### config.mk
export PLATFORM = sky130hd
export DESIGN_NAME = wrapping_dda_line_rasterizer_flat
export DESIGN_NICKNAME = d
export VERILOG_FILES = /design/src/rtl/core/wdlr_pkg.sv /design/src/rtl/core/wdlr_intf.sv /design/src/rtl/core/wdlr_div.sv /design/src/rtl/core/wdlr_dp.sv /design/src/rtl/core/wdlr_ctrl.sv /design/src/rtl/core/wrapping_dda_line_rasterizer.sv /design/src/flat_wrapper.sv
export SDC_FILE = /design/constraint.sdc
export NUM_CORES = 1
export LEC_CHECK = 0
export BUFFER_PORTS_ARGS = -buffer_cell sky130_fd_sc_hd__buf_2
export CAP_MARGIN = 20
export CORE_MARGIN = 2
export CORE_UTILIZATION = 50
export DETAILED_ROUTE_END_ITERATION = 7
export PLACE_DENSITY = 0.7
export SETUP_SLACK_MARGIN = 0.05
export SLEW_MARGIN = 0
export SYNTH_ARGS = -nofsm -noshare
export SYNTH_HDL_FRONTEND = slang
export SYNTH_HIERARCHICAL = 1
export SYNTH_SLANG_ARGS = --single-unit
### constraint.sdc
create_clock -name clk_i -period 16.8 [get_ports clk_i]
set_input_delay 3.36 -clock clk_i [delete_from_list [all_inputs] [get_ports clk_i]]
set_output_delay 3.36 -clock clk_i [all_outputs]
set_load 0.1 [all_outputs]
### src/rtl/core/wdlr_pkg.sv
// ----------------------------------------------------------------------------
// wdlr_pkg: shared types and constants of the wrapping DDA line rasterizer
// Default sizes, item command codes, divider operand selects and the
// command / status bundles between the controller and the datapath.
// ----------------------------------------------------------------------------
package wdlr_pkg;

  localparam int unsigned COORD_BITS_DEF = 12;
  localparam int unsigned FRAC_BITS_DEF  = 16;

  // input item command
  typedef enum logic {
    CMD_START = 1'b0,
    CMD_STEP  = 1'b1
  } cmd_e;

  // divider operand set
  typedef enum logic [1:0] {
    DIV_SEL_X   = 2'd0,
    DIV_SEL_Y   = 2'd1,
    DIV_SEL_MOD = 2'd2
  } div_sel_e;

  // controller -> datapath
  typedef struct packed {
    logic     load_pts;     // latch endpoints, drop any running line
    logic     setup_diff;   // register spans and wrapped span
    logic     setup_pick;   // register chosen span magnitudes and signs
    logic     setup_steps;  // register step count
    logic     div_start;    // launch divider
    div_sel_e div_sel;      // divider operands
    logic     cap_inc_x;    // take x increment from divider
    logic     cap_inc_y;    // take y increment from divider
    logic     cap_line;     // take column modulo, load line state
    logic     step;         // emit pixel and advance
  } dp_cmd_t;

  // datapath -> controller
  typedef struct packed {
    logic steps_zero;   // chosen spans are both zero
    logic div_done;     // divider result ready
    logic line_active;  // pixels remain on the current line
  } dp_sts_t;

endpackage

### src/rtl/core/wdlr_intf.sv
// ----------------------------------------------------------------------------
// wdlr_intf: item channels of the wrapping DDA line rasterizer
// Command channel (start / step items) and pixel result channel, both
// valid/ready; an item moves on a clock edge with valid and ready high.
// ----------------------------------------------------------------------------
interface wdlr_line_if #(
  parameter int unsigned COORD_BITS = wdlr_pkg::COORD_BITS_DEF
);
  logic                  valid;
  logic                  ready;
  logic                  cmd;
  logic [COORD_BITS-1:0] start_x;
  logic [COORD_BITS-1:0] start_y;
  logic [COORD_BITS-1:0] end_x;
  logic [COORD_BITS-1:0] end_y;

  modport source (output valid, cmd, start_x, start_y, end_x, end_y, input ready);
  modport sink   (input valid, cmd, start_x, start_y, end_x, end_y, output ready);
endinterface

interface wdlr_pix_if #(
  parameter int unsigned COORD_BITS = wdlr_pkg::COORD_BITS_DEF
);
  logic                  valid;
  logic                  ready;
  logic [COORD_BITS-1:0] pixel_x;
  logic [COORD_BITS-1:0] pixel_y;
  logic                  last_pixel;

  modport source (output valid, pixel_x, pixel_y, last_pixel, input ready);
  modport sink   (input valid, pixel_x, pixel_y, last_pixel, output ready);
endinterface

### src/rtl/core/wdlr_div.sv
// ----------------------------------------------------------------------------
// wdlr_div: bit-serial restoring divider
// One quotient bit per cycle. The numerator bits are shifted in MSB first
// from a left-aligned register that collects the quotient at its low end.
// ----------------------------------------------------------------------------
module wdlr_div #(
  parameter  int unsigned DEN_BITS = wdlr_pkg::COORD_BITS_DEF + 1,
  parameter  int unsigned NUM_BITS = wdlr_pkg::FRAC_BITS_DEF + 1,
  localparam int unsigned CNT_BITS = $clog2(NUM_BITS + 1)
) (
  input  logic                clk_i,
  input  logic                rst_ni,
  input  logic                start_i,
  input  logic [DEN_BITS-1:0] rem_init_i,
  input  logic [NUM_BITS-1:0] num_init_i,
  input  logic [DEN_BITS-1:0] den_i,
  input  logic [CNT_BITS-1:0] iters_i,
  output logic                done_o,
  output logic [NUM_BITS-1:0] quo_o,
  output logic [DEN_BITS-1:0] rem_o
);

  logic                busy_q, busy_d;
  logic                done_q, done_d;
  logic [CNT_BITS-1:0] cnt_q, cnt_d;
  logic [DEN_BITS-1:0] rem_q, rem_d;
  logic [NUM_BITS-1:0] num_q, num_d;
  logic [DEN_BITS-1:0] den_q;
  logic [DEN_BITS:0]   trial;
  logic [DEN_BITS:0]   diff;
  logic                fits;

  // one restoring step
  always_comb begin
    trial = {rem_q, num_q[NUM_BITS-1]};
    diff  = trial - {1'b0, den_q};
    fits  = (trial >= {1'b0, den_q});
    rem_d = fits ? diff[DEN_BITS-1:0] : trial[DEN_BITS-1:0];
    num_d = {num_q[NUM_BITS-2:0], fits};
  end

  // iteration control
  always_comb begin
    busy_d = busy_q;
    cnt_d  = cnt_q;
    done_d = 1'b0;
    if (start_i) begin
      busy_d = 1'b1;
      cnt_d  = iters_i;
    end else if (busy_q) begin
      cnt_d = cnt_q - CNT_BITS'(1);
      if (cnt_q == CNT_BITS'(1)) begin
        busy_d = 1'b0;
        done_d = 1'b1;
      end
    end
  end

  always_ff @(posedge clk_i or negedge rst_ni) begin
    if (!rst_ni) begin
      busy_q <= 1'b0;
      done_q <= 1'b0;
      cnt_q  <= '0;
    end else begin
      busy_q <= busy_d;
      done_q <= done_d;
      cnt_q  <= cnt_d;
    end
  end

  // operand and result registers
  always_ff @(posedge clk_i) begin
    if (start_i) begin
      rem_q <= rem_init_i;
      num_q <= num_init_i;
      den_q <= den_i;
    end else if (busy_q) begin
      rem_q <= rem_d;
      num_q <= num_d;
    end
  end

  assign done_o = done_q;
  assign quo_o  = num_q;
  assign rem_o  = rem_q;

endmodule

### src/rtl/core/wdlr_dp.sv
// ----------------------------------------------------------------------------
// wdlr_dp: datapath of the wrapping DDA line rasterizer
// Width register, line setup (wrap choice, step count), shared divider for
// the increments and the start column modulo, and the per-step point update
// with an incrementally kept column modulo.
// ----------------------------------------------------------------------------
module wdlr_dp #(
  parameter int unsigned COORD_BITS = wdlr_pkg::COORD_BITS_DEF,
  parameter int unsigned FRAC_BITS  = wdlr_pkg::FRAC_BITS_DEF
) (
  input  logic                  clk_i,
  input  logic                  rst_ni,
  input  logic                  cfg_we_i,
  input  logic [COORD_BITS:0]   cfg_data_i,
  input  logic [COORD_BITS-1:0] start_x_i,
  input  logic [COORD_BITS-1:0] start_y_i,
  input  logic [COORD_BITS-1:0] end_x_i,
  input  logic [COORD_BITS-1:0] end_y_i,
  input  wdlr_pkg::dp_cmd_t     cmd_i,
  output wdlr_pkg::dp_sts_t     sts_o,
  output logic [COORD_BITS-1:0] pixel_x_o,
  output logic [COORD_BITS-1:0] pixel_y_o,
  output logic                  last_pixel_o
);

  localparam int unsigned W_BITS    = COORD_BITS + 1;
  localparam int unsigned E_BITS    = COORD_BITS + 2;
  localparam int unsigned POS_BITS  = COORD_BITS + FRAC_BITS + 2;
  localparam int unsigned INC_BITS  = FRAC_BITS + 2;
  localparam int unsigned INT_BITS  = COORD_BITS + 2;
  localparam int unsigned DIVN_BITS = COORD_BITS + FRAC_BITS;
  localparam int unsigned NUM_BITS  =
    (COORD_BITS > FRAC_BITS + 1) ? COORD_BITS : FRAC_BITS + 1;
  localparam int unsigned CNT_BITS  = $clog2(NUM_BITS + 1);

  localparam logic [W_BITS-1:0]   W_MAX     = W_BITS'(1) << COORD_BITS;
  localparam logic [W_BITS-1:0]   W_RST     = W_BITS'(1) << (COORD_BITS - 1);
  localparam logic [CNT_BITS-1:0] ITERS_DIV = CNT_BITS'(FRAC_BITS + 1);
  localparam logic [CNT_BITS-1:0] ITERS_MOD = CNT_BITS'(COORD_BITS);

  // rounded column change per step
  localparam logic [2:0] DELTA_P1 = 3'b001;
  localparam logic [2:0] DELTA_P2 = 3'b010;
  localparam logic [2:0] DELTA_M1 = 3'b111;
  localparam logic [2:0] DELTA_M2 = 3'b110;

  // width register (held clamped to 1 .. 2^COORD_BITS)
  logic [W_BITS-1:0] map_w_q;
  logic [W_BITS-1:0] w_clamp;

  always_comb begin
    if (cfg_data_i == '0) begin
      w_clamp = W_BITS'(1);
    end else if (cfg_data_i > W_MAX) begin
      w_clamp = W_MAX;
    end else begin
      w_clamp = cfg_data_i;
    end
  end

  // endpoints
  logic [COORD_BITS-1:0] x1_q, y1_q, x2_q, y2_q;

  // setup stage 1: spans and wrapped span
  logic [E_BITS-1:0] x1_e, x2_e, y1_e, y2_e, w_e;
  logic [E_BITS-1:0] dx_e, dy_e, wdx_e, x0w_e;
  logic [W_BITS-1:0] dx_q, dy_q, wdx_q, x0w_q;

  always_comb begin
    x1_e = {2'b00, x1_q};
    x2_e = {2'b00, x2_q};
    y1_e = {2'b00, y1_q};
    y2_e = {2'b00, y2_q};
    w_e  = {1'b0, map_w_q};
    dx_e = x2_e - x1_e;
    dy_e = y2_e - y1_e;
    if (x1_q <= x2_q) begin
      wdx_e = dx_e - w_e;
      x0w_e = x1_e;
    end else begin
      wdx_e = dx_e + w_e;
      x0w_e = x1_e - w_e;
    end
  end

  // setup stage 2: magnitudes and wrap choice
  logic [W_BITS-1:0]     dx_mag, wdx_mag, dy_mag;
  logic                  pick_w;
  logic [COORD_BITS-1:0] absdx_q, absdy_q;
  logic                  negx_q, negy_q;
  logic [W_BITS-1:0]     x0_q;

  always_comb begin
    dx_mag  = dx_q[COORD_BITS]  ? (~dx_q + W_BITS'(1))  : dx_q;
    wdx_mag = wdx_q[COORD_BITS] ? (~wdx_q + W_BITS'(1)) : wdx_q;
    dy_mag  = dy_q[COORD_BITS]  ? (~dy_q + W_BITS'(1))  : dy_q;
    pick_w  = (wdx_mag <= dx_mag);
  end

  // setup stage 3: step count
  logic [COORD_BITS-1:0] steps_q;
  logic [COORD_BITS-1:0] steps_c;

  assign steps_c = (absdx_q > absdy_q) ? absdx_q : absdy_q;

  // divider operands
  logic [DIVN_BITS-1:0]  div_n;
  logic [COORD_BITS-1:0] div_absd;
  logic [W_BITS-1:0]     div_rem_init;
  logic [NUM_BITS-1:0]   div_num_init;
  logic [W_BITS-1:0]     div_den;
  logic [CNT_BITS-1:0]   div_iters;
  logic                  div_done;
  logic [NUM_BITS-1:0]   div_quo;
  logic [W_BITS-1:0]     div_rem;

  always_comb begin
    div_absd = (cmd_i.div_sel == wdlr_pkg::DIV_SEL_Y) ? absdy_q : absdx_q;
    // |d| * 2^F + steps/2, rounded quotient below 2^(F+1)
    div_n    = (DIVN_BITS'(div_absd) << FRAC_BITS) + DIVN_BITS'(steps_q >> 1);
    unique case (cmd_i.div_sel)
      wdlr_pkg::DIV_SEL_X, wdlr_pkg::DIV_SEL_Y: begin
        div_rem_init = W_BITS'(div_n >> (FRAC_BITS + 1));
        div_num_init = NUM_BITS'(div_n[FRAC_BITS:0]) << (NUM_BITS - FRAC_BITS - 1);
        div_den      = {1'b0, steps_q};
        div_iters    = ITERS_DIV;
      end
      wdlr_pkg::DIV_SEL_MOD: begin
        div_rem_init = '0;
        div_num_init = NUM_BITS'(x1_q) << (NUM_BITS - COORD_BITS);
        div_den      = map_w_q;
        div_iters    = ITERS_MOD;
      end
      default: begin
        div_rem_init = '0;
        div_num_init = '0;
        div_den      = map_w_q;
        div_iters    = ITERS_MOD;
      end
    endcase
  end

  wdlr_div #(
    .DEN_BITS (W_BITS),
    .NUM_BITS (NUM_BITS)
  ) u_div (
    .clk_i      (clk_i),
    .rst_ni     (rst_ni),
    .start_i    (cmd_i.div_start),
    .rem_init_i (div_rem_init),
    .num_init_i (div_num_init),
    .den_i      (div_den),
    .iters_i    (div_iters),
    .done_o     (div_done),
    .quo_o      (div_quo),
    .rem_o      (div_rem)
  );

  // signed increment from quotient
  logic [INC_BITS-1:0] quo_e;
  logic [INC_BITS-1:0] inc_x_q, inc_y_q;

  assign quo_e = {1'b0, div_quo[FRAC_BITS:0]};

  // line state: points held with a half-pixel bias, so rounding is a select
  logic [POS_BITS-1:0]   bx_q, by_q, bx_d, by_d;
  logic [COORD_BITS-1:0] m_q, m_d;
  logic [COORD_BITS-1:0] steps_left_q;

  assign bx_d = bx_q + {{(POS_BITS - INC_BITS){inc_x_q[INC_BITS-1]}}, inc_x_q};
  assign by_d = by_q + {{(POS_BITS - INC_BITS){inc_y_q[INC_BITS-1]}}, inc_y_q};

  // rounding: floor of the biased value, minus one on a negative exact half
  logic [INT_BITS-1:0]   int_x_old, int_x_new, int_y;
  logic                  corr_x_old, corr_x_new, corr_y;
  logic [2:0]            delta;
  logic [COORD_BITS-1:0] py_c;

  always_comb begin
    int_x_old  = bx_q[POS_BITS-1:FRAC_BITS];
    int_x_new  = bx_d[POS_BITS-1:FRAC_BITS];
    int_y      = by_q[POS_BITS-1:FRAC_BITS];
    corr_x_old = (bx_q[FRAC_BITS-1:0] == '0) && (bx_q[POS_BITS-1] || (int_x_old == '0));
    corr_x_new = (bx_d[FRAC_BITS-1:0] == '0) && (bx_d[POS_BITS-1] || (int_x_new == '0));
    corr_y     = (by_q[FRAC_BITS-1:0] == '0) && (by_q[POS_BITS-1] || (int_y == '0));
    delta      = int_x_new[2:0] - int_x_old[2:0] - {2'b00, corr_x_new} + {2'b00, corr_x_old};
    py_c       = int_y[COORD_BITS-1:0] - COORD_BITS'(corr_y);
  end

  // column modulo candidates for a change of -2 .. +2
  logic [W_BITS-1:0]     m_e, m_inc1, m_inc2, m_inc2w, m_wm1, m_wm2;
  logic [COORD_BITS-1:0] m_p1, m_p2, m_m1, m_m2;
  logic                  w_is_one;

  always_comb begin
    w_is_one = (map_w_q == W_BITS'(1));
    m_e      = {1'b0, m_q};
    m_inc1   = m_e + W_BITS'(1);
    m_inc2   = m_e + W_BITS'(2);
    m_inc2w  = m_inc2 - map_w_q;
    m_wm1    = map_w_q - W_BITS'(1);
    m_wm2    = m_e + map_w_q - W_BITS'(2);
    m_p1     = (m_inc1 == map_w_q) ? '0 : m_inc1[COORD_BITS-1:0];
    if (w_is_one) begin
      m_p2 = '0;
    end else if (m_inc2 >= map_w_q) begin
      m_p2 = m_inc2w[COORD_BITS-1:0];
    end else begin
      m_p2 = m_inc2[COORD_BITS-1:0];
    end
    m_m1 = (m_q == '0) ? m_wm1[COORD_BITS-1:0] : m_q - COORD_BITS'(1);
    if (w_is_one) begin
      m_m2 = '0;
    end else if (m_q >= COORD_BITS'(2)) begin
      m_m2 = m_q - COORD_BITS'(2);
    end else begin
      m_m2 = m_wm2[COORD_BITS-1:0];
    end
    case (delta)
      DELTA_P1: m_d = m_p1;
      DELTA_P2: m_d = m_p2;
      DELTA_M1: m_d = m_m1;
      DELTA_M2: m_d = m_m2;
      default:  m_d = m_q;
    endcase
  end

  // control registers
  always_ff @(posedge clk_i or negedge rst_ni) begin
    if (!rst_ni) begin
      map_w_q      <= W_RST;
      steps_left_q <= '0;
    end else begin
      if (cfg_we_i) begin
        map_w_q <= w_clamp;
      end
      if (cmd_i.load_pts) begin
        steps_left_q <= '0;
      end else if (cmd_i.cap_line) begin
        steps_left_q <= steps_q;
      end else if (cmd_i.step) begin
        steps_left_q <= steps_left_q - COORD_BITS'(1);
      end
    end
  end

  // payload registers
  logic [COORD_BITS-1:0] px_q, py_q;
  logic                  last_q;

  always_ff @(posedge clk_i) begin
    if (cmd_i.load_pts) begin
      x1_q <= start_x_i;
      y1_q <= start_y_i;
      x2_q <= end_x_i;
      y2_q <= end_y_i;
    end
    if (cmd_i.setup_diff) begin
      dx_q  <= dx_e[W_BITS-1:0];
      dy_q  <= dy_e[W_BITS-1:0];
      wdx_q <= wdx_e[W_BITS-1:0];
      x0w_q <= x0w_e[W_BITS-1:0];
    end
    if (cmd_i.setup_pick) begin
      absdx_q <= pick_w ? wdx_mag[COORD_BITS-1:0] : dx_mag[COORD_BITS-1:0];
      negx_q  <= pick_w ? wdx_q[COORD_BITS] : dx_q[COORD_BITS];
      x0_q    <= pick_w ? x0w_q : {1'b0, x1_q};
      absdy_q <= dy_mag[COORD_BITS-1:0];
      negy_q  <= dy_q[COORD_BITS];
    end
    if (cmd_i.setup_steps) begin
      steps_q <= steps_c;
    end
    if (cmd_i.cap_inc_x) begin
      inc_x_q <= negx_q ? (~quo_e + INC_BITS'(1)) : quo_e;
    end
    if (cmd_i.cap_inc_y) begin
      inc_y_q <= negy_q ? (~quo_e + INC_BITS'(1)) : quo_e;
    end
    if (cmd_i.cap_line) begin
      m_q  <= div_rem[COORD_BITS-1:0];
      bx_q <= {x0_q[COORD_BITS], x0_q, 1'b1, {(FRAC_BITS - 1){1'b0}}};
      by_q <= {2'b00, y1_q, 1'b1, {(FRAC_BITS - 1){1'b0}}};
    end else if (cmd_i.step) begin
      m_q  <= m_d;
      bx_q <= bx_d;
      by_q <= by_d;
    end
    if (cmd_i.step) begin
      px_q   <= m_q;
      py_q   <= py_c;
      last_q <= (steps_left_q == COORD_BITS'(1));
    end
  end

  // status
  assign sts_o.steps_zero  = (absdx_q == '0) && (absdy_q == '0);
  assign sts_o.div_done    = div_done;
  assign sts_o.line_active = (steps_left_q != '0);

  assign pixel_x_o    = px_q;
  assign pixel_y_o    = py_q;
  assign last_pixel_o = last_q;

endmodule

### src/rtl/core/wdlr_ctrl.sv
// ----------------------------------------------------------------------------
// wdlr_ctrl: controller of the wrapping DDA line rasterizer
// Input handshake, output valid register, and the start sequence: setup of
// spans, wrap choice and step count, then x increment, y increment and start
// column modulo on the shared divider (skipped for a zero-length line).
// ----------------------------------------------------------------------------
module wdlr_ctrl (
  input  logic              clk_i,
  input  logic              rst_ni,
  input  logic              in_valid_i,
  input  logic              in_cmd_i,
  output logic              in_ready_o,
  output logic              out_valid_o,
  input  logic              out_ready_i,
  output wdlr_pkg::dp_cmd_t dp_cmd_o,
  input  wdlr_pkg::dp_sts_t dp_sts_i
);

  typedef enum logic [9:0] {
    ST_IDLE  = 10'b00_0000_0001,
    ST_DIFF  = 10'b00_0000_0010,
    ST_PICK  = 10'b00_0000_0100,
    ST_STEPS = 10'b00_0000_1000,
    ST_XGO   = 10'b00_0001_0000,
    ST_XRUN  = 10'b00_0010_0000,
    ST_YGO   = 10'b00_0100_0000,
    ST_YRUN  = 10'b00_1000_0000,
    ST_MGO   = 10'b01_0000_0000,
    ST_MRUN  = 10'b10_0000_0000
  } state_e;

  state_e state_q, state_d;
  logic   out_valid_q, out_valid_d;
  logic   accept;

  // take items only when idle and the output register can take a pixel
  assign in_ready_o = (state_q == ST_IDLE) && (!out_valid_q || out_ready_i);
  assign accept     = in_valid_i && in_ready_o;

  // sequencer
  always_comb begin
    state_d          = state_q;
    dp_cmd_o         = '0;
    dp_cmd_o.div_sel = wdlr_pkg::DIV_SEL_X;
    unique case (state_q)
      ST_IDLE: begin
        if (accept) begin
          if (wdlr_pkg::cmd_e'(in_cmd_i) == wdlr_pkg::CMD_START) begin
            dp_cmd_o.load_pts = 1'b1;
            state_d           = ST_DIFF;
          end else if (dp_sts_i.line_active) begin
            dp_cmd_o.step = 1'b1;
          end
        end
      end
      ST_DIFF: begin
        dp_cmd_o.setup_diff = 1'b1;
        state_d             = ST_PICK;
      end
      ST_PICK: begin
        dp_cmd_o.setup_pick = 1'b1;
        state_d             = ST_STEPS;
      end
      ST_STEPS: begin
        dp_cmd_o.setup_steps = 1'b1;
        // zero-length line: nothing to draw
        state_d = dp_sts_i.steps_zero ? ST_IDLE : ST_XGO;
      end
      ST_XGO: begin
        dp_cmd_o.div_start = 1'b1;
        dp_cmd_o.div_sel   = wdlr_pkg::DIV_SEL_X;
        state_d            = ST_XRUN;
      end
      ST_XRUN: begin
        if (dp_sts_i.div_done) begin
          dp_cmd_o.cap_inc_x = 1'b1;
          state_d            = ST_YGO;
        end
      end
      ST_YGO: begin
        dp_cmd_o.div_start = 1'b1;
        dp_cmd_o.div_sel   = wdlr_pkg::DIV_SEL_Y;
        state_d            = ST_YRUN;
      end
      ST_YRUN: begin
        if (dp_sts_i.div_done) begin
          dp_cmd_o.cap_inc_y = 1'b1;
          state_d            = ST_MGO;
        end
      end
      ST_MGO: begin
        dp_cmd_o.div_start = 1'b1;
        dp_cmd_o.div_sel   = wdlr_pkg::DIV_SEL_MOD;
        state_d            = ST_MRUN;
      end
      ST_MRUN: begin
        if (dp_sts_i.div_done) begin
          dp_cmd_o.cap_line = 1'b1;
          state_d           = ST_IDLE;
        end
      end
      default: begin
        state_d = ST_IDLE;
      end
    endcase
  end

  // output valid: set on a pixel, cleared when taken
  assign out_valid_d = dp_cmd_o.step || (out_valid_q && !out_ready_i);

  always_ff @(posedge clk_i or negedge rst_ni) begin
    if (!rst_ni) begin
      state_q     <= ST_IDLE;
      out_valid_q <= 1'b0;
    end else begin
      state_q     <= state_d;
      out_valid_q <= out_valid_d;
    end
  end

  assign out_valid_o = out_valid_q;

endmodule

### src/rtl/core/wrapping_dda_line_rasterizer.sv
// ----------------------------------------------------------------------------
// wrapping_dda_line_rasterizer: DDA line drawing on a horizontally wrapping map
// Step item: pixel valid the cycle after acceptance on an active line; one step
//   item per cycle while pixels are taken. Start item: input held through line
//   setup and the bit-serial divider runs for both increments and column modulo.
// Reset: no line active, map width 2^(COORD_BITS-1), output register empty.
// ----------------------------------------------------------------------------
module wrapping_dda_line_rasterizer #(
  parameter int unsigned COORD_BITS = wdlr_pkg::COORD_BITS_DEF,
  parameter int unsigned FRAC_BITS  = wdlr_pkg::FRAC_BITS_DEF
) (
  input  logic                clk_i,
  input  logic                rst_ni,
  input  logic                cfg_we_i,
  input  logic [COORD_BITS:0] cfg_data_i,
  wdlr_line_if.sink           line_i,
  wdlr_pix_if.source          pix_o
);

  wdlr_pkg::dp_cmd_t dp_cmd;
  wdlr_pkg::dp_sts_t dp_sts;

  // sequencing and handshakes
  wdlr_ctrl u_ctrl (
    .clk_i       (clk_i),
    .rst_ni      (rst_ni),
    .in_valid_i  (line_i.valid),
    .in_cmd_i    (line_i.cmd),
    .in_ready_o  (line_i.ready),
    .out_valid_o (pix_o.valid),
    .out_ready_i (pix_o.ready),
    .dp_cmd_o    (dp_cmd),
    .dp_sts_i    (dp_sts)
  );

  // arithmetic and line state
  wdlr_dp #(
    .COORD_BITS (COORD_BITS),
    .FRAC_BITS  (FRAC_BITS)
  ) u_dp (
    .clk_i        (clk_i),
    .rst_ni       (rst_ni),
    .cfg_we_i     (cfg_we_i),
    .cfg_data_i   (cfg_data_i),
    .start_x_i    (line_i.start_x),
    .start_y_i    (line_i.start_y),
    .end_x_i      (line_i.end_x),
    .end_y_i      (line_i.end_y),
    .cmd_i        (dp_cmd),
    .sts_o        (dp_sts),
    .pixel_x_o    (pix_o.pixel_x),
    .pixel_y_o    (pix_o.pixel_y),
    .last_pixel_o (pix_o.last_pixel)
  );

endmodule
### src/flat_wrapper.sv
// flat-port wrapper written by rule: the top's interface ports become plain ports
module wrapping_dda_line_rasterizer_flat 
#(
  parameter int unsigned COORD_BITS = wdlr_pkg::COORD_BITS_DEF,
  parameter int unsigned FRAC_BITS  = wdlr_pkg::FRAC_BITS_DEF
)
  (clk_i, rst_ni, cfg_we_i, cfg_data_i, line_i_valid, line_i_cmd, line_i_start_x, line_i_start_y, line_i_end_x, line_i_end_y, line_i_ready, pix_o_valid, pix_o_pixel_x, pix_o_pixel_y, pix_o_last_pixel, pix_o_ready);
  wdlr_line_if #(.COORD_BITS(COORD_BITS)) line_i_i ();
  wdlr_pix_if #(.COORD_BITS(COORD_BITS)) pix_o_i ();
  input  logic clk_i;
  input  logic rst_ni;
  input  logic cfg_we_i;
  input  logic [COORD_BITS:0] cfg_data_i;
  input wire logic [$bits(line_i_i.valid)-1:0] line_i_valid;
  input wire logic [$bits(line_i_i.cmd)-1:0] line_i_cmd;
  input wire logic [$bits(line_i_i.start_x)-1:0] line_i_start_x;
  input wire logic [$bits(line_i_i.start_y)-1:0] line_i_start_y;
  input wire logic [$bits(line_i_i.end_x)-1:0] line_i_end_x;
  input wire logic [$bits(line_i_i.end_y)-1:0] line_i_end_y;
  output wire logic [$bits(line_i_i.ready)-1:0] line_i_ready;
  output wire logic [$bits(pix_o_i.valid)-1:0] pix_o_valid;
  output wire logic [$bits(pix_o_i.pixel_x)-1:0] pix_o_pixel_x;
  output wire logic [$bits(pix_o_i.pixel_y)-1:0] pix_o_pixel_y;
  output wire logic [$bits(pix_o_i.last_pixel)-1:0] pix_o_last_pixel;
  input wire logic [$bits(pix_o_i.ready)-1:0] pix_o_ready;
  assign line_i_i.valid = line_i_valid;
  assign line_i_i.cmd = line_i_cmd;
  assign line_i_i.start_x = line_i_start_x;
  assign line_i_i.start_y = line_i_start_y;
  assign line_i_i.end_x = line_i_end_x;
  assign line_i_i.end_y = line_i_end_y;
  assign line_i_ready = line_i_i.ready;
  assign pix_o_valid = pix_o_i.valid;
  assign pix_o_pixel_x = pix_o_i.pixel_x;
  assign pix_o_pixel_y = pix_o_i.pixel_y;
  assign pix_o_last_pixel = pix_o_i.last_pixel;
  assign pix_o_i.ready = pix_o_ready;
  wrapping_dda_line_rasterizer #(.COORD_BITS(COORD_BITS), .FRAC_BITS(FRAC_BITS)) u_core (.clk_i(clk_i), .rst_ni(rst_ni), .cfg_we_i(cfg_we_i), .cfg_data_i(cfg_data_i), .line_i(line_i_i), .pix_o(pix_o_i));
endmodule
==> summary.md, run 1 <==
| Metric | Value |
|---|---|
| Status | finished, final reports clean |
| Worst-path fanout max | 4 |
| Hold Path Class | reg2reg |
| Core area | 0.0500 mm2 |
| Clk slew on worst S/H paths | 60 ps |
| M2 GR Usage | 41.8% |
| Most frequent cells in the layout | edfxtp_1, nor2_1, nand2_1 |
| Sw power | 0.00158 W |
| Drt first pass iters | 6 |
| GRT Overall Usage | 26.3% |
| CTS Buf Count | 44 |
| Most used DFF post-synth | edfxtp_1 |
| Vias in the first global route | 19.1k |
| Setup crit start kind | input pin |
| Async SR Flop Fraction | 11.6% |
| Power Internal | 0.00239 W |
| First-pass GRT wire length | 108 mm |
| Final hold violations | 0 |
| GR Util met3 | 3.26% |
| Placed cells | 3261 |
| Commonest non-fill, non-tap cell in the layout | edfxtp_1 |
| Fillers | 4364 |
| Gate count after technology mapping | 2576 |
| Grt total ovfl | 0 |
| Final critical-path required period | 7440 ps |
| Fin nets | 2914 |
| Leakage power | 11.0 nW |
| H-tree levels | 2 |
| VDD IR max | 0.134 mV |
| Switching Fraction | 39.7% |
| Total number of vias | 19.9k |
| CP max stage cell | buf_2 |
| Crit path cell chain | buf_2 > nor2b_1 > nor2_1 > buf_2 |
| Total of max-cap violations | 0 |
| CTS tree | built |
| Die height | 229 um |
| Drt drc | 0 |
| Worst Clk Skew | 18.2 ps |
| Share of the synthesized area in the top cell type | 34.9% |
| Crit-path max cell delay | 300 ps |
| # Post-CTS Setup Buffers | 0 |
| Antenna Nets Post-Route | 0 |
| Area growth syn-to-layout | 10.2% |
| Period utilisation layout | 44.3% |
| Clock network power share | 23.4% |
| Later-pin clock latency in the skew report | 590 ps |
| Endpoint class of the critical path | primary output |
| Combinational share of power | 42.6% |
| Initial core utilization | 50.5% |
| Unrepaired setup endpoints after global routing | no |
| Share of layout cells above drive strength 1 | 10.5% |
| FP Rows | 82 |
| Leading area contributor after synthesis | edfxtp_1 |
| I/O pins | 94 |
| DIE AREA | 0.0523 mm2 |
| GRT Max-Usage Layer | met2 |
| Fmax | 0.134 GHz |
| Synth Area per Inst | 9.79 um2 |
| PostCTS Resize Cnt | 0 |
| Max-slew violations | 0 |
| Slew @ Worst Pin | 971 ps |
| Clk buf depth | 3 |
| Worst EP arrival | 4080 ps |
| Slew headroom | 34.7% |
| Largest cells by area after synthesis | edfxtp_1, ha_1, xnor2_1 |
| Detailed Place HPWL | 53.2 mm |
| Worst path most repeated cell | buf_2 |
| CTS sink cnt | 370 |
| Pwr dens | 143 mW/mm2 |
| Netlist cell types | 91 |
| Initial DRC count | 1778 |
| Crit Path Class | in2out |
| Initial antenna violation count | 0 |
| Mapped Area | 0.0252 mm2 |
| Via/cell ratio | 5.94 |
| Largest net degree at the start of global routing | 77 |
| Syn. warnings | 6 |
| DR WL/cell | 20.7 um |
| Final Routed Wirelength | 69.3 mm |
| Sequential Power Share | 34.0% |
| Sequential-to-total area share from yosys stat | 41.8% |
| Setup_tns | 0 ps |
| Fin cells | 3347 |
| Routability congestion estimate | 0.978 |
| N_diodes | 0 |
| Yosys reg bits | 370 |
| Final setup vio count | 0 |
| Grt met1 use | 36.9% |
| Port Buf Inserts | 93 |
| Clk root buf | clkbuf_16 |
| # hold bufs at CTS | 0 |
| Number of synthesized flops with an enable pin | 293 |
| Worst EP required | 13440 ps |
| Die X | 229 um |
## power groups by stage
stage	Clock [W]	Combinational, W	Sequential (W)
2_1_floorplan	0	0.00122	0.00136
3_3_place_gp	0	0.00159	0.00136
3_5_place_dp	0	0.00164	0.00136
4_1_cts	0.000949	0.00166	0.00135
5_1_grt	0.000985	0.00186	0.00137
6_report	0.000931	0.00169	0.00135
## kinds of logic (layout without fill, tap and decap cells)
group	count (synthesis)	in the layout	share of synthesized area [%]
buffers and inverters	288	385	4.37
adder cells (fa/ha/maj)	209	209	10.7
multiplexers	109	109	4.58
flip-flops	370	370	41.8
AND/OR/NAND/NOR	788	788	15.6
XOR/XNOR	245	245	8.56
AO/OA/AOI/OAI	566	566	14.4
other	1	3	0.0149
## layout make-up
type                       instances  area (um2)  area share (%)
clock buffer                      56        1200            4.30
clock inverter                    26         226           0.814
inverter                         190         713            2.56
multi-input combinational       1920       13600            49.0
sequential                       370       10600            38.0
tap                              672         841            3.02
timing repair buffer             113         648            2.33
## sequential cells by signal (all words and copies together), names as in the netlist, 17 cells and up
signal                   flops
u_core/u_dp/inc_y_q         18
u_core/u_dp/bx_q            30
u_core/u_dp/inc_x_q         18
u_core/u_dp/by_q            30
u_core/u_dp/u_div/quo_o     17
## final timing paths
kind	from	to	slack, ps	cells past startpoint
worst max-delay path	pix_o_ready	line_i_ready	9360	4
worst min-delay path	u_core/u_dp/dy_q[0]	u_core/u_dp/absdy_q[0]	490	0
worst max register to register	u_core/u_dp/inc_x_q[17]	u_core/u_dp/m_q[0]	9580	21
worst min register to register	u_core/u_dp/dy_q[0]	u_core/u_dp/absdy_q[0]	490	0
max in group asynchronous	rst_ni	u_core/u_ctrl/state_q[0]	13590	2
min in group asynchronous	rst_ni	u_core/u_dp/map_w_q[4]	2640	1
## stage by stage
| stage | hold slack [ps] | total power [W] | cell area, um2 | worst slack (ps) | util, % |
|---|---|---|---|---|---|
| finish | 487 | 0.00397 | 27800 | 9360 | 55.7 |
| CTS | 491 | 0.00395 | 27700 | 9350 | 55.5 |
| floorplan | 424 | 0.00258 | 25200 | 8770 | - |
| detailed placement | 476 | 0.00301 | 26300 | 9360 | 52.7 |
| global placement | 476 | 0.00296 | 26300 | 9380 | 52.7 |
| global route | 498 | 0.00421 | 27800 | 9110 | 55.7 |
## Yosys cell counts, drive strengths merged, types with 25 or more instances
cell type,count
a211oi,25
a21o,48
a21oi,134
clkbuf,82
dfrtp,41
dfxtp,34
edfxtp,293
ha,197
inv,190
mux2,49
mux2i,60
nand2,206
nand2b,31
nand3,50
nor2,211
nor2b,40
nor3,63
nor4,48
o21ai,171
or3,28
xnor2,161
xor2,83
## worst max-delay path: cells and delay by family
kind / cells / cell delay, ps
buf+inv: 2 / 400
simple gates: 2 / 330
## routing by layer
metal | up-vias | part of all wire, %
li1 | 9441 | -
met1 | 9569 | 45
met2 | 725 | 45
met3 | 140 | 6.7
met4 | 0 | 3.5
met5 | - | 0
Note: power is estimated with default switching activity, not from simulation.
==> inputs of run 2 (changes only) <==
- ABC_AREA: default -> 1
- PLACE_DENSITY: 0.7 -> 0.72
- clock period: 16.8 -> 6.8 ns (I/O delays scaled with it)
==> run 2 against run 1 <==
  * Sequential share of layout area is 2.6 points lower
  * Cell count is 28% higher
  * Utilization fell by 0.19 points
  * Cell area rose by 7.3%
  * Register-to-register slack worse by 8400 ps
  * First-iteration DRC count is 19% higher
  * Critical path depth rose by 27
==> summary.md, run 2 <==
| Metric | Value |
|---|---|
| I/O pins | 94 (unchanged) |
| Number of synthesized flops with an enable pin | 293 (unchanged) |
| H-tree levels | 2 (unchanged) |
| Setup_tns | 0 ps (unchanged) |
| Sequential-to-total area share from yosys stat | 38.9% (-3.0 points) |
| Status | finished, final reports clean |
| N_diodes | 0 (unchanged) |
| Port Buf Inserts | 93 (unchanged) |
| # hold bufs at CTS | 0 (unchanged) |
| Final Routed Wirelength | 75.6 mm (+9.1%) |
| Async SR Flop Fraction | 11.6% (unchanged) |
| Endpoint class of the critical path | flip-flop |
| Fin nets | 3837 (+32%) |
| DIE AREA | 0.0562 mm2 (+7.6%) |
| Sequential Power Share | 32.6% (-1.4 points) |
| Clock network power share | 24.1% (+0.7 points) |
| DR WL/cell | 17.6 um (-15%) |
| Via/cell ratio | 5.56 (-6.4%) |
| Initial antenna violation count | 2 (+2) |
| Pre-CTS setup slack | 1300 ps (-8060 ps) |
| Final hold violations | 0 (unchanged) |
| Final critical-path required period | 5590 ps |
| Clk slew on worst S/H paths | 60 ps (about the same) |
| Worst path most repeated cell | nand2_1 |
| CTS tree | built |
| Slew @ Worst Pin | 1040 ps (+72.7 ps) |
| Worst-path fanout max | 16 (+12) |
| Period utilisation layout | 82.2% |
| Largest cells by area after synthesis | edfxtp_1, nand2_1, ha_1 |
| Largest net degree at the start of global routing | 56 (-27%) |
| Share of layout cells above drive strength 1 | 8.15% (-2.4 points) |
| Hold_sp | u_core/u_dp/u_div/done_o |
| R2R Path Start | u_core/u_dp/bx_q[0] |
| Final setup vio count | 0 (unchanged) |
| Setup crit start kind | flip-flop |
| Placed cells | 4212 (+29%) |
| Slew headroom | 30.2% (-4.5 points) |
| Most common cell in the netlist | nand2_1 |
| Leading area contributor after synthesis | edfxtp_1 |
| Grt total ovfl | 0 (unchanged) |
| Routability congestion estimate | 0.975 (-0.32%) |
| Worst EP required | 7030 ps (-6410 ps) |
| Core area | 0.0538 mm2 (+7.7%) |
| Initial DRC count | 2109 (+19%) |
| Detailed Place HPWL | 58.0 mm (+9.0%) |
| VDD IR max | 0.187 mV (+39%) |
| Crit path from | u_core/u_dp/bx_q[0] |
| GRT Overall Usage | 26.7% (+0.41 points) |
| Initial core utilization | 50.5% (about the same) |
| CP max stage cell | fa_1 |
| Switching Fraction | 41.9% (+2.1 points) |
| Hold Path Class | reg2reg |
| Final worst slack | 1210 ps (-8150 ps) |
| Leakage power | 13.6 nW (+23%) |
| Clk root buf | clkbuf_16 |
| Netlist cell types | 63 (-31%) |
| Syn. warnings | 6 (unchanged) |
| Max-slew violations | 0 (unchanged) |
| Share of the synthesized area in the top cell type | 32.4% (-2.5 points) |
| Combinational share of power | 43.3% (+0.7 points) |
| Most used DFF post-synth | edfxtp_1 |
| Area growth syn-to-layout | 9.86% |
| # Post-CTS Setup Buffers | 0 (unchanged) |
| Crit Path Class | reg2reg |
| CTS Buf Count | 43 (-2.3%) |
| Mapped Area | 0.0272 mm2 (+7.7%) |
| CTS sink cnt | 370 (unchanged) |
| Crit-path max cell delay | 460 ps (+160 ps) |
| Power Internal | 0.00590 W (+150%) |
| Fillers | 5038 (+15%) |
| Pwr dens | 340 mW/mm2 (+140%) |
| Most frequent cells after synthesis | nand2_1, inv_1, nor2_1, edfxtp_1, o21ai_0 |
| Fmax | 0.179 GHz |
| Die height | 237 um (+3.7%) |
| Antenna Nets Post-Route | 0 (unchanged) |
| Share of the core filled with cells | 55.5% (-0.19 points) |
| Most frequent cells in the layout | nand2_1, inv_1, nor2_1 |
| Drt first pass iters | 6 (unchanged) |
| First-pass GRT wire length | 119 mm (+11%) |
| Drt drc | 0 (unchanged) |
| FP Rows | 85 (+3.7%) |
| Total number of vias | 23.9k (+20%) |
| Later-pin clock latency in the skew report | 600 ps (about the same) |
| Gate count after technology mapping | 3472 (+35%) |
| Worst Clk Skew | 37.9 ps (+19.7 ps) |
| Clk buf depth | 3 (unchanged) |
| Die X | 237 um (+3.7%) |
| Sw power | 0.00425 W (+170%) |
| Total of max-cap violations | 0 (unchanged) |
| Unrepaired setup endpoints after global routing | no |
| Vias in the first global route | 22.5k (+18%) |
| Fin cells | 4293 (+28%) |
| PostCTS Resize Cnt | 0 (unchanged) |
| Top flop regs | u_core/u_dp/bx_q (30), u_core/u_dp/by_q (30) |
| Worst EP arrival | 5820 ps (+1740 ps) |
| Commonest non-fill, non-tap cell in the layout | nand2_1 |
| Synth Area per Inst | 7.83 um2 (-20%) |
| Yosys reg bits | 370 (unchanged) |
==> run 2: layout make-up <==
class | instances | area, um2 | area share [%]
Clock buffer | 57 | 1140 | 3.81
Clock inverter | 23 | 340 | 1.14
Inverter | 452 | 1700 | 5.69
Multi-Input combinational cell | 2582 | 14600 | 48.9
Sequential cell | 370 | 10600 | 35.4
Tap cell | 696 | 871 | 2.92
Timing Repair Buffer | 113 | 648 | 2.17
==> run 2: power by group through the flow <==
stage	Clock, W	Sequential (W)	Combinational (W)
after floorplan	0	0.00338	0.00320
after global placement	0	0.00334	0.00426
after detailed placement	0	0.00334	0.00432
after CTS	0.00249	0.00330	0.00434
after global routing	0.00258	0.00334	0.00491
final	0.00244	0.00331	0.00440
==> run 2: logic make-up (layout without fill, tap and decap cells) <==
kind of cell	Yosys count	count (layout)	share of synthesized area, %
fa+ha+maj	208	208	9.88
compound gates	561	561	11.6
xor+xnor	174	174	5.66
buf+inv	522	645	7.55
other cells	1	3	0.0138
flops	370	370	38.9
simple gates	1636	1636	26.5
==> run 2: path summary, 6_finish.rpt <==
| check | cells past startpoint | slack, ps | end |
|---|---|---|---|
| worst max-delay path | 31 | 1210 | u_core/u_dp/m_q[8] |
| worst min-delay path | 1 | 460 | u_core/u_ctrl/state_q[9] |
| worst max register to register | 31 | 1210 | u_core/u_dp/m_q[8] |
| worst min register to register | 1 | 460 | u_core/u_ctrl/state_q[9] |
| max in group asynchronous | 2 | 5420 | u_core/u_ctrl/state_q[1] |
| min in group asynchronous | 2 | 900 | u_core/u_dp/map_w_q[7] |
==> run 2: per-layer routing <==
metal / part of all wire, % / GRT usage (%)
met4: 4.3 / 11.0
met2: 46 / 44.8
met1: 43 / 34.6
met3: 6.5 / 3.98
met5: 0.030 / 0
==> run 2: metrics by stage <==
stage	area, um2	hold WS, ps	power (W)
floorplan	27200	428	0.00657
finish	29900	458	0.0102
CTS	29800	463	0.0101
global route	29900	481	0.0108
global placement	28300	464	0.00760
detailed placement	28300	477	0.00766
==> run 2: worst max-delay path: cells and delay by family (launching register included) <==
kind,cells,cell delay (ps)
buf+inv,3,300
xor+xnor,1,260
simple gates,22,2650
fa+ha+maj,5,1710
flops,1,350
